### src/hdl/stl_pkg.sv
// ----------------------------------------------------------------------------
// stl_pkg
// Shared types, character codes and classification helpers for the lexer.
// ----------------------------------------------------------------------------
package stl_pkg;

  // lexer mode, one-hot
  typedef enum logic [6:0] {
    M_IDLE    = 7'b0000001,
    M_WORD    = 7'b0000010,
    M_NUM     = 7'b0000100,
    M_COLON   = 7'b0001000,
    M_COMMENT = 7'b0010000,
    M_ERROR   = 7'b0100000,
    M_DONE    = 7'b1000000
  } mode_t;

  localparam logic [7:0] CH_NUL   = 8'h00;
  localparam logic [7:0] CH_TAB   = 8'h09;
  localparam logic [7:0] CH_NL    = 8'h0A;
  localparam logic [7:0] CH_SPACE = 8'h20;
  localparam logic [7:0] CH_QUOTE = 8'h22;
  localparam logic [7:0] CH_HASH  = 8'h23;
  localparam logic [7:0] CH_LPAR  = 8'h28;
  localparam logic [7:0] CH_RPAR  = 8'h29;
  localparam logic [7:0] CH_DASH  = 8'h2D;
  localparam logic [7:0] CH_DOT   = 8'h2E;
  localparam logic [7:0] CH_COLON = 8'h3A;
  localparam logic [7:0] CH_EQ    = 8'h3D;
  localparam logic [7:0] CH_UNDER = 8'h5F;

  // results one input word can produce
  localparam int          MAX_RES = 4;
  localparam logic [2:0]  RES_MAX = 3'(MAX_RES);

  // packet queue between front and back
  localparam int          QDEPTH  = 4;
  localparam int          QPTR_W  = $clog2(QDEPTH);
  localparam int          QLVL_W  = $clog2(QDEPTH + 1);

  // burst of result words caused by one input word
  typedef struct packed {
    logic [2:0]         count;
    logic [3:0][7:0]    bytes;
    logic [3:0]         errs;
  } pkt_t;

  typedef struct packed {
    pkt_t  pkt;
    mode_t mode;
  } step_t;

  typedef struct packed {
    logic              full;
    logic              avail;
    logic [QLVL_W-1:0] level;
  } q_stat_t;

  function automatic logic is_digit(logic [7:0] b);
    return (b >= 8'h30) && (b <= 8'h39);
  endfunction

  function automatic logic is_word_start(logic [7:0] b);
    return ((b >= 8'h61) && (b <= 8'h7A)) || ((b >= 8'h41) && (b <= 8'h5A)) ||
           (b == CH_DASH) || (b == CH_UNDER);
  endfunction

  function automatic logic is_symbol(logic [7:0] b);
    return (b == CH_LPAR) || (b == CH_RPAR) || (b == CH_EQ) || (b == CH_DOT) ||
           (b == CH_QUOTE);
  endfunction

  // append one result to a packet; extra results beyond the limit are dropped
  function automatic pkt_t push(pkt_t p, logic [7:0] b, logic e);
    pkt_t r;
    r = p;
    if (p.count < RES_MAX) begin
      r.bytes[p.count[1:0]] = b;
      r.errs[p.count[1:0]]  = e;
      r.count               = p.count + 3'd1;
    end
    return r;
  endfunction

  // classify a byte seen between tokens
  function automatic step_t dispatch(pkt_t p, logic [7:0] b);
    step_t r;
    r.pkt  = p;
    r.mode = M_IDLE;
    if (b == CH_NUL) begin
      r.pkt  = push(p, CH_NUL, 1'b0);
      r.mode = M_DONE;
    end else if ((b == CH_SPACE) || (b == CH_TAB) || (b == CH_NL)) begin
      r.mode = M_IDLE;
    end else if (is_symbol(b)) begin
      r.pkt  = push(push(p, b, 1'b0), CH_SPACE, 1'b0);
      r.mode = M_IDLE;
    end else if (b == CH_HASH) begin
      r.mode = M_COMMENT;
    end else if (b == CH_COLON) begin
      r.pkt  = push(p, b, 1'b0);
      r.mode = M_COLON;
    end else if (is_digit(b)) begin
      r.pkt  = push(p, b, 1'b0);
      r.mode = M_NUM;
    end else if (is_word_start(b)) begin
      r.pkt  = push(p, b, 1'b0);
      r.mode = M_WORD;
    end else begin
      r.pkt  = push(p, CH_NUL, 1'b1);
      r.mode = M_ERROR;
    end
    return r;
  endfunction

endpackage

### src/hdl/stl_front.sv
// ----------------------------------------------------------------------------
// stl_front
// Accepts source bytes, tracks the lexer mode and builds one result packet
// per byte.
// ----------------------------------------------------------------------------
module stl_front (
  input  logic              clk,
  input  logic              rst,
  input  logic              in_valid,
  output logic              in_ready,
  input  logic [7:0]        in_byte,
  input  logic              text_end,
  input  stl_pkg::q_stat_t  q_stat,
  output logic              q_push,
  output stl_pkg::pkt_t     q_pkt
);

  stl_pkg::mode_t lex_mode;
  stl_pkg::step_t s;
  logic           was_error;
  logic           accept;

  always_comb begin
    s.pkt     = '0;
    s.mode    = lex_mode;
    was_error = (lex_mode == stl_pkg::M_ERROR);
    case (lex_mode)
      stl_pkg::M_WORD: begin
        if (stl_pkg::is_word_start(in_byte) || stl_pkg::is_digit(in_byte)) begin
          s.pkt = stl_pkg::push(s.pkt, in_byte, 1'b0);
        end else begin
          s = stl_pkg::dispatch(stl_pkg::push(s.pkt, stl_pkg::CH_SPACE, 1'b0), in_byte);
        end
      end
      stl_pkg::M_NUM: begin
        if (stl_pkg::is_digit(in_byte)) begin
          s.pkt = stl_pkg::push(s.pkt, in_byte, 1'b0);
        end else begin
          s = stl_pkg::dispatch(stl_pkg::push(s.pkt, stl_pkg::CH_SPACE, 1'b0), in_byte);
        end
      end
      stl_pkg::M_COLON: begin
        if (in_byte == stl_pkg::CH_COLON) begin
          s.pkt = stl_pkg::push(s.pkt, in_byte, 1'b0);
        end else begin
          s = stl_pkg::dispatch(stl_pkg::push(s.pkt, stl_pkg::CH_SPACE, 1'b0), in_byte);
        end
      end
      stl_pkg::M_COMMENT: begin
        if (in_byte == stl_pkg::CH_NL) begin
          s.mode = stl_pkg::M_IDLE;
        end else if (in_byte == stl_pkg::CH_NUL) begin
          s.pkt  = stl_pkg::push(s.pkt, stl_pkg::CH_NUL, 1'b0);
          s.mode = stl_pkg::M_DONE;
        end
      end
      stl_pkg::M_ERROR, stl_pkg::M_DONE: begin
        s.mode = lex_mode;
      end
      default: begin
        s = stl_pkg::dispatch(s.pkt, in_byte);
      end
    endcase

    // end of text: close an open token and terminate, unless done or newly in error
    if (text_end) begin
      if (s.mode == stl_pkg::M_ERROR) begin
        if (was_error) begin
          s.pkt = stl_pkg::push(s.pkt, stl_pkg::CH_NUL, 1'b1);
        end
      end else if (s.mode != stl_pkg::M_DONE) begin
        if ((s.mode == stl_pkg::M_WORD) || (s.mode == stl_pkg::M_NUM) ||
            (s.mode == stl_pkg::M_COLON)) begin
          s.pkt = stl_pkg::push(s.pkt, stl_pkg::CH_SPACE, 1'b0);
        end
        s.pkt = stl_pkg::push(s.pkt, stl_pkg::CH_NUL, 1'b0);
      end
      s.mode = stl_pkg::M_IDLE;
    end
  end

  assign in_ready = !q_stat.full;
  assign accept   = in_valid && in_ready;
  assign q_push   = accept && (s.pkt.count != 3'd0);
  assign q_pkt    = s.pkt;

  always_ff @(posedge clk) begin
    if (rst) begin
      lex_mode <= stl_pkg::M_IDLE;
    end else if (accept) begin
      lex_mode <= s.mode;
    end
  end

endmodule

### src/hdl/stl_queue.sv
// ----------------------------------------------------------------------------
// stl_queue
// Short packet queue between front and back.
// ----------------------------------------------------------------------------
module stl_queue (
  input  logic              clk,
  input  logic              rst,
  input  logic              push,
  input  stl_pkg::pkt_t     wr_pkt,
  input  logic              pop,
  output stl_pkg::pkt_t     head,
  output stl_pkg::q_stat_t  q_stat
);

  stl_pkg::pkt_t                  mem [stl_pkg::QDEPTH];
  logic [stl_pkg::QPTR_W-1:0]     wr_ptr;
  logic [stl_pkg::QPTR_W-1:0]     rd_ptr;
  logic [stl_pkg::QLVL_W-1:0]     level;
  logic [stl_pkg::QLVL_W-1:0]     level_next;

  assign head          = mem[rd_ptr];
  assign q_stat.full   = (level == stl_pkg::QLVL_W'(stl_pkg::QDEPTH));
  assign q_stat.avail  = (level != '0);
  assign q_stat.level  = level;

  always_comb begin
    case ({push, pop})
      2'b10:   level_next = level + stl_pkg::QLVL_W'(1);
      2'b01:   level_next = level - stl_pkg::QLVL_W'(1);
      default: level_next = level;
    endcase
  end

  always_ff @(posedge clk) begin
    if (push) begin
      mem[wr_ptr] <= wr_pkt;
    end
  end

  always_ff @(posedge clk) begin
    if (rst) begin
      wr_ptr <= '0;
      rd_ptr <= '0;
      level  <= '0;
    end else begin
      if (push) begin
        wr_ptr <= wr_ptr + stl_pkg::QPTR_W'(1);
      end
      if (pop) begin
        rd_ptr <= rd_ptr + stl_pkg::QPTR_W'(1);
      end
      level <= level_next;
    end
  end

endmodule

### src/hdl/stl_back.sv
// ----------------------------------------------------------------------------
// stl_back
// Unpacks the head packet into single result words through an output register.
// ----------------------------------------------------------------------------
module stl_back (
  input  logic              clk,
  input  logic              rst,
  input  stl_pkg::pkt_t     head,
  input  stl_pkg::q_stat_t  q_stat,
  output logic              pop,
  output logic              out_valid,
  input  logic              out_ready,
  output logic [7:0]        out_byte,
  output logic              lex_error,
  output logic              run_last
);

  logic [1:0] idx;
  logic       load;
  logic       last_here;

  assign load      = q_stat.avail && (!out_valid || out_ready);
  assign last_here = (({1'b0, idx} + 3'd1) == head.count);
  assign pop       = load && last_here;

  always_ff @(posedge clk) begin
    if (rst) begin
      idx       <= '0;
      out_valid <= 1'b0;
    end else begin
      if (load) begin
        idx       <= last_here ? 2'd0 : idx + 2'd1;
        out_valid <= 1'b1;
      end else if (out_ready) begin
        out_valid <= 1'b0;
      end
    end
  end

  always_ff @(posedge clk) begin
    if (load) begin
      out_byte  <= head.bytes[idx];
      lex_error <= head.errs[idx];
      run_last  <= last_here;
    end
  end

endmodule

### src/hdl/source_token_lexer.sv
// ----------------------------------------------------------------------------
// source_token_lexer: source bytes in, token stream out (rates below).
// Path: each result word passes through the packet queue, then the output register.
// Throughput: 1 input word per cycle while the packet queue has room; results leave
// at 1 word per cycle while out_ready is high; the output port sets the sustained rate.
// Reset (rst, synchronous): lexer idle between tokens, queue and output empty.
// ----------------------------------------------------------------------------
module source_token_lexer (
  input  logic       clk,
  input  logic       rst,
  // source text
  input  logic       in_valid,
  output logic       in_ready,
  input  logic [7:0] in_byte,
  input  logic       text_end,
  // token stream
  output logic       out_valid,
  input  logic       out_ready,
  output logic [7:0] out_byte,
  output logic       lex_error,
  output logic       run_last
);

  // The front classifies each byte against the current mode and writes
  // the 1..4 result words it causes as one packet into a short queue.
  // Bytes that cause nothing (separators, comment text, dropped text)
  // never enter the queue. The back drains the head packet one word per cycle
  // while out_ready allows, into the output register; both sides stall independently.

  stl_pkg::pkt_t     q_wr_pkt;
  stl_pkg::pkt_t     q_head;
  stl_pkg::q_stat_t  q_stat;
  logic              q_push;
  logic              q_pop;

  stl_front u_front (
    .clk      (clk),
    .rst      (rst),
    .in_valid (in_valid),
    .in_ready (in_ready),
    .in_byte  (in_byte),
    .text_end (text_end),
    .q_stat   (q_stat),
    .q_push   (q_push),
    .q_pkt    (q_wr_pkt)
  );

  stl_queue u_queue (
    .clk    (clk),
    .rst    (rst),
    .push   (q_push),
    .wr_pkt (q_wr_pkt),
    .pop    (q_pop),
    .head   (q_head),
    .q_stat (q_stat)
  );

  stl_back u_back (
    .clk       (clk),
    .rst       (rst),
    .head      (q_head),
    .q_stat    (q_stat),
    .pop       (q_pop),
    .out_valid (out_valid),
    .out_ready (out_ready),
    .out_byte  (out_byte),
    .lex_error (lex_error),
    .run_last  (run_last)
  );

`ifndef NO_ASSERTIONS
  // error results always carry a zero byte
  a_err_is_zero: assert property (@(posedge clk) disable iff (rst)
    out_valid && lex_error |-> out_byte == stl_pkg::CH_NUL)
    else $error("error result with nonzero byte");

  // rest of a burst is already queued, so the output refills at once
  a_burst_cont: assert property (@(posedge clk) disable iff (rst)
    out_valid && out_ready && !run_last |=> out_valid)
    else $error("gap inside a result burst");

  // queue occupancy stays within its depth
  a_q_level: assert property (@(posedge clk) disable iff (rst)
    q_stat.level <= stl_pkg::QLVL_W'(stl_pkg::QDEPTH))
    else $error("packet queue overflow");

  // a full queue holds off the source
  a_full_stall: assert property (@(posedge clk) disable iff (rst)
    q_stat.full |-> !in_ready && !q_push)
    else $error("write into full packet queue");
`endif

endmodule

### config.mk
export PLATFORM = sky130hd
export DESIGN_NAME = source_token_lexer
export DESIGN_NICKNAME = d
export VERILOG_FILES = /design/src/hdl/stl_pkg.sv /design/src/hdl/stl_front.sv /design/src/hdl/stl_queue.sv /design/src/hdl/stl_back.sv /design/src/hdl/source_token_lexer.sv
export SDC_FILE = /design/constraint.sdc
export NUM_CORES = 1
export LEC_CHECK = 0
export ABC_AREA = 0
export BUFFER_PORTS_ARGS = -buffer_cell sky130_fd_sc_hd__buf_2
export CAP_MARGIN = 20
export CELL_PAD_IN_SITES_DETAIL_PLACEMENT = 0
export CELL_PAD_IN_SITES_GLOBAL_PLACEMENT = 1
export CORE_MARGIN = 10
export CORE_UTILIZATION = 35
export CTS_BUF_LIST = sky130_fd_sc_hd__clkbuf_4 sky130_fd_sc_hd__clkbuf_8 sky130_fd_sc_hd__clkbuf_16
export CTS_CLUSTER_DIAMETER = 80
export CTS_CLUSTER_SIZE = 8
export DETAILED_ROUTE_END_ITERATION = 8
export HOLD_SLACK_MARGIN = 0.08
export PLACE_DENSITY = 0.65
export SLEW_MARGIN = 20
export SYNTH_ARGS = -nofsm -noshare
export SYNTH_HDL_FRONTEND = slang
export SYNTH_SLANG_ARGS = --single-unit
### constraint.sdc
create_clock -name clk -period 7.7 [get_ports clk]
set_clock_uncertainty 0.2 [all_clocks]
set_input_delay 1.155 -clock clk [delete_from_list [all_inputs] [get_ports clk]]
set_output_delay 1.155 -clock clk [all_outputs]
set_load 0.03 [all_outputs]
Yosys cells after proc, flatten, opt, wreduce, memory -nomap -nowiden
Memories as Yosys holds them, arrays and structs flattened. A register that Yosys moved wholly into a read port is not among the register bits.
Index checks and enable logic that the tools add are counted.
- RAM bits: 156
- word-level logic and storage cells: 336
- register bits: 27
- input port bits: 13
- memories: 1
- output and inout port bits: 12
- memories (memory ; depth ; width ; read ports ; clocked after memory_dff ; wr ports ; line ; source):
    u_queue.mem ; 4 ; 39 ; 1 ; 1 ; 1 ; stl_queue.sv:15 ; stl_pkg::pkt_t mem [stl_pkg::QDEPTH];
- equal/unequal tests: 27
- reduce and logical (&&, ||, !) cells: 38
- $add $sub $neg: 15
- magnitude comparators: 34
- bitwise logic cells: 47
- multiplexer cells: 165
- operators by type and width (operator ; count):
    2-to-1 mux 39 bit ; 50
    2-to-1 mux 46 bit ; 18
    one-hot mux 39 bit (5 select lines) ; 1
    2-to-1 mux 8 bit ; 20
    inverter 32 bit ; 5
    demux 8 bit (select 2 bit) ; 9
    inverter 28 bit ; 5
    bitwise AND 28 bit ; 4
    bitwise AND 8 x 32 -> 32 bit ; 3
    bitwise mux 32 bit ; 3
    2-to-1 mux 7 bit ; 12
    == test 8 x 6 -> 1 bit (second input constant) ; 9
    bitwise AND 32 bit ; 2
    2-to-1 mux 44 bit ; 1
    inverter 4 bit ; 9
    one-hot mux 7 bit (5 select lines) ; 1
    adder 3 x 1 -> 3 bit (second input constant) ; 10
    < comparator 2 x 3 -> 1 bit (second input constant) ; 10
    2-to-1 mux 3 bit ; 10
    bitwise AND 7 x 28 -> 28 bit ; 1
    < comparator 3 bit (second input constant) ; 9
    2-to-1 mux 1 bit ; 24
    bitwise AND 4 bit ; 5
    bitwise OR 4 bit ; 5
    other kinds (37) ; 100

Longest topological paths before layout
- depth after elaboration: 57
- mapped depth: 23
- depth with buffers taken out: 21

Modules after synthesis
Synthesis repeated with hierarchy kept, for this count alone.
- cells, all modules: 634
- area, all modules: 9027.4 µm²
- modules (own cells, without submodules) (module ; area each (µm²) ; sequential area each (µm²) ; cells each ; times used):
    stl_queue ; 6044.5 ; 4864.7 ; 246 ; 1
    stl_front ; 2280.9 ; 140.1 ; 347 ; 1
    stl_back ; 701.9 ; 360.3 ; 41 ; 1

Worst setup path before layout
Ideal clock, no wire load.
- path kind: input port to flip-flop
- from: input in_byte[1]
- to: register u_queue.level[2] (netlist name)
- library setup time: 70 ps
- path buffers: 2
- data required time: 7430 ps
- cell stages on the path: 22
- setup slack: 2096 ps
- arrival: 5334 ps
- cell sequence: buf_2 -> buf_2 -> or4b_1 -> o41ai_2 -> o21ai_1 -> a21o_1 -> o31a_1 -> ha_1 -> nor2_1 -> a21o_1 -> ha_1 -> or3_1 -> o21ai_1 -> a221oi_2 -> a31oi_4 -> inv_1 -> ha_1 -> inv_1 -> fa_1 -> xor2_1 -> or3_1 -> a21oi_1
- word-level cells in the longest chain between the ends: 30
- elaborated cells on any way between the ends: 105
- classes of those cells: add/sub: 2; order compare: 8; eq/ne: 19; mux: 57; reduce/logical: 19
- RTL lines (what ; line ; source):
    start, declared ; source_token_lexer.sv:14 ; input logic [7:0] in_byte,
    parallel branches: the longest is 25 deep, another holds >= comparator 8 x 7 -> 1 bit ; n/a ;
    2-to-1 mux 46 bit * ; stl_front.sv:66 ; if (text_end) begin
    nonzero test 3 bit * ; stl_front.sv:84 ; assign q_push = accept && (s.pkt.count != 3'd0);
    logical AND 1 bit * ; stl_front.sv:84 ;
    == test 2 x 1 -> 1 bit or == test 2 bit (tied branches) ; stl_queue.sv:27 ; case ({push, pop})
    one-hot mux 3 bit (2 select lines) or nonzero test 2 bit (tied branches) ; n/a ;
    end signal, assigned ; stl_queue.sv:52 ; level <= level_next;
    end, declared ; stl_queue.sv:18 ; logic [stl_pkg::QLVL_W-1:0] level;
Mark *: on every way between the ends. The select of a mux whose other input is x is not followed.
A chain may end at the register's enable or synchronous reset.

Worst setup path after layout
Same ends and word-level chain as after synthesis.

==> metrics.log <==
INFO  metric setup_viol = 0
INFO  metric worst_pin_slew = 0.9558 ns
INFO  metric cts_sink_count = 129
INFO  metric floorplan.die_area = 0.02477 sq mm
INFO  metric hold_slack = 0.3146 ns
INFO  metric routed-via-count = 4,202
INFO  metric routed_wirelength = 14,440 um
INFO  metric placed_cell_area = 0.006954 sq mm
INFO  metric cts.htree.levels = 4
INFO  metric grt_pass1_vias = 4,149
INFO  metric fraction_of_synthesized_cell_area_taken_by_the_top_area_cell_type = 0.5000
INFO  metric synth_top_cell_by_area = edfxtp_1
INFO  metric synth_seq_cells = 129
INFO  metric crit_arrival = 6.02 ns
INFO  metric synth.area.mux_share = 0.1095
INFO  metric comb_power_share = 0.207
INFO  metric postSynthAreaPerCell = 13.35 sq um
INFO  metric endpoint_kind = register
INFO  metric fill_cells = 1,726
INFO  metric yosys.area_share.simple = 0.1312
INFO  metric timing.rr.start = u_front.lex_mode[1]$_SDFFE_PP0P_
INFO  metric power.sequential.fraction = 0.424
INFO  metric crit_required = 7.84 ns
INFO  metric final_hold_viol_count = 0
INFO  metric drtAntennaViolNets = 0
INFO  metric wl_per_cell = 18.73 um
INFO  metric post_synth_num_cell_types = 79
INFO  metric fin_setup_tns = 0 ns
INFO  metric netlist_top_cells_area = edfxtp_1 (50%), mux4_2 (9.2%), dfxtp_1 (5.8%)
INFO  metric detailed_place_hpwl = 9710 um
INFO  metric synth-seq-area-share = 0.5576
INFO  metric die_width = 157.4 um
INFO  metric yosysWarnings = 0
INFO  metric critPathMaxFanout = 19
INFO  metric grt-ovfl-total = 0
INFO  metric unrepaired_setup_endpoints_after_global_routing = false
INFO  metric post_synth_inst_count = 495
INFO  metric drv_cap = 0
INFO  metric min_period = 5.875 ns
INFO  metric worst_path_max_delay_cell = o41ai_4
INFO  metric worst-r2r-setup-slack = 2.54 ns
INFO  metric antenna_violations_before_repair = 0
INFO  metric power.ir.vdd_worst = 0.1532 mV
INFO  metric critPathKind = in -> reg
INFO  metric cts_tree = yes
INFO  metric synth_xor_area_frac = 0.01723
INFO  metric run_status = completed
INFO  metric total_switching_power = 0.6634 mW
INFO  metric cpPeakStageDelay = 0.61 ns
INFO  metric synthAdderAreaFrac = 0.02955
INFO  metric worst-r2r-cell-count = 21
INFO  metric postCtsResizedCells = 0
INFO  metric clk_path_buf_depth = 2
INFO  metric critical_path.cell_chain = buf_2, and4b_1, nor3_4, o41ai_4, o21ai_2, a21oi_2, inv_1, ha_1, nor2_1, a21o_1, ha_1, or3_1, o21ai_1, a221oi_2, a31oi_4, inv_1, ha_1, inv_1, fa_1, xor2_1, or3_1, a21oi_1
INFO  metric root_buffer = clkbuf_16
INFO  metric io_buffers = 24
INFO  metric netSwitchingFraction = 0.2939
INFO  metric int_power = 1.594 mW
INFO  metric grt_max_degree = 26
INFO  metric first_pass_iters = 6
INFO  metric timing.hold.worst_path_depth = 2
INFO  metric fmaxAchievable = 0.1702 GHz
INFO  metric setup.worst_path.start_class = input port
INFO  metric detailedRoute.firstIterationViolations = 387
INFO  metric hp-class = reg -> reg
INFO  metric floorplan.die.height = 157.4 um
INFO  metric reg2reg_to = u_queue.level[2]$_SDFFE_PP0P_
INFO  metric synth_enable_flop_cells = 110
INFO  metric power_frac_clock = 0.369
INFO  metric cts_hold_buffers = 0
INFO  metric non_filler_cell_area_final = 0.007575 sq mm
INFO  metric core_region_area = 0.01864 sq mm
INFO  metric diodes_inserted = 0
INFO  metric leakage = 2.641 nW
INFO  metric clk-insertion-delay-late = 0.41 ns
INFO  metric tritoncts.num_buffers = 17
INFO  metric min-delay-start = u_back.out_valid$_SDFFE_PP0P_
INFO  metric largest_family_of_logic_cells_by_synthesized_area = simple AND/OR/NAND/NOR gates
INFO  metric vias_per_cell = 5.450
INFO  metric worstHoldEndpoint = u_back.out_valid$_SDFFE_PP0P_
INFO  metric floorplan.io_pins = 25
INFO  metric cts.clk_slew.worst_paths = 0.06 ns
INFO  metric grt_first_pass_wirelength = 23,070 um
INFO  metric finalMaxSlewViolations = 0
INFO  metric drive_gt1_frac = 0.2291
INFO  metric std_cell_rows = 50
INFO  metric final_core_util = 0.4063
INFO  metric groute.usage.overall = 0.1208
INFO  metric area_growth_syn_to_layout = 14.66%
INFO  metric worst_slew_margin_rel = 0.3628
INFO  metric async_flop_share = 0
INFO  metric synth_compound_gate_area_share = 0.1250
INFO  metric cts_setup_buffers = 0
INFO  metric power.density_cell_area = 298.0 mW/mm^2
INFO  metric post-route-period-util = 0.7630
INFO  metric nets = 552
INFO  metric ys_dominant_reg_cell = edfxtp_1
INFO  metric routabilityCongestion = 0.8269
INFO  metric initial_utilization = 0.3544
INFO  metric drt_drc_violations_left = 0
INFO  metric syn-cell-area = 0.006606 sq mm
-- kinds of logic after synthesis --
group           Yosys count
flops                   129
mux                      38
other cells               1
buf+inv                  43
compound gates          106
fa+ha+maj                15
xor+xnor                 13
simple gates            150
-- power by group through the flow --
stage	Clock [mW]	Sequential [mW]	Combinational, mW
after global routing	0.882	0.974	0.510
after detailed placement	0	0.976	0.474
after floorplan	0	0.977	0.338
after global placement	0	0.970	0.468
after CTS	0.849	0.962	0.475
final	0.833	0.957	0.467
-- synth_stat cells, drive strengths merged (9+ instances only) --
master    n
o21ai    17
dfxtp    19
nand2    22
a31oi     9
mux2i    10
buf      16
nand3     9
nor3     14
nor2     40
ha       14
and3      9
inv      17
mux4     27
and2     14
clkbuf   10
edfxtp  110
a21oi    27
-- sequential cells by signal, indices dropped and copies added (netlist names), named ones only --
| register | count |
|---|---|
| u_back.idx | 2 |
| u_back.lex_error | 1 |
| u_back.out_byte | 8 |
| u_back.out_valid | 1 |
| u_back.run_last | 1 |
| u_front.lex_mode | 7 |
| u_queue.level | 3 |
| u_queue.mem | 100 |
| u_queue.rd_ptr | 2 |
| u_queue.wr_ptr | 2 |
-- worst max-delay path by stage --
stage                                    end  slack [ns]        from
2_1_floorplan  u_queue.level[2]$_SDFFE_PP0P_        2.10  in_byte[1]
3_3_place_gp   u_queue.level[2]$_SDFFE_PP0P_        1.63  in_byte[1]
3_5_place_dp   u_queue.level[2]$_SDFFE_PP0P_        1.47  in_byte[1]
4_1_cts        u_queue.level[2]$_SDFFE_PP0P_        1.89  in_byte[1]
5_1_grt        u_queue.level[2]$_SDFFE_PP0P_        1.56  in_byte[1]
6_report       u_queue.level[2]$_SDFFE_PP0P_        1.83  in_byte[1]
-- placed cells by master (no fill, tap or decap), types with 10 or more instances in the layout --
cell type,Yosys,final
a21oi_1,23,23
and2_1,13,13
buf_2,8,24
clkbuf_16,0,17
dfxtp_1,19,18
edfxtp_1,110,110
ha_1,14,14
inv_1,17,17
mux2i_1,10,10
mux4_2,27,27
nand2_1,21,21
nor2_1,39,39
nor3_1,13,13
o21ai_0,13,13
-- per-layer routing --
layer | vias up | share of wire | GRT usage | wire [um]
met1 | 2102 | 0.46 | 0.1566 | 6623
met3 | 16 | 0.039 | 0.02729 | 567
li1 | 1972 | - | - | -
met2 | 112 | 0.49 | 0.1912 | 7031
met5 | - | 0 | 0 | 0
met4 | 0 | 0.015 | 0.04898 | 218
-- area by class of cell --
class	count	area, sq um	share of cell area
well taps	234	292.8	0.03865
clock inverters	15	195.2	0.02577
clock buffers	17	425.4	0.05616
flip-flops and latches	129	3685	0.4865
repair buffers	29	157.7	0.02081
multi-input cells	330	2755	0.3637
inverters	17	63.81	0.008424
-- through the flow --
stage / setup WS, ns / std cells / total power, mW
final: 1.825 / 771 / 2.257
after detailed placement: 1.467 / 739 / 1.450
after floorplan: 2.096 / 502 / 1.315
after global routing: 1.563 / 771 / 2.366
after CTS: 1.888 / 771 / 2.286
after global placement: 1.634 / 739 / 1.438
-- worst max-delay path: cells and delay by family --
kind | cells | cell delay [ns]
buffers and inverters | 4 | 0.59
adder cells (fa/ha/maj) | 4 | 1.19
AO/OA/AOI/OAI | 8 | 2.08
XOR/XNOR | 1 | 0.15
AND/OR/NAND/NOR | 5 | 0.83
No activity file was read; power rests on OpenSTA's default activity.
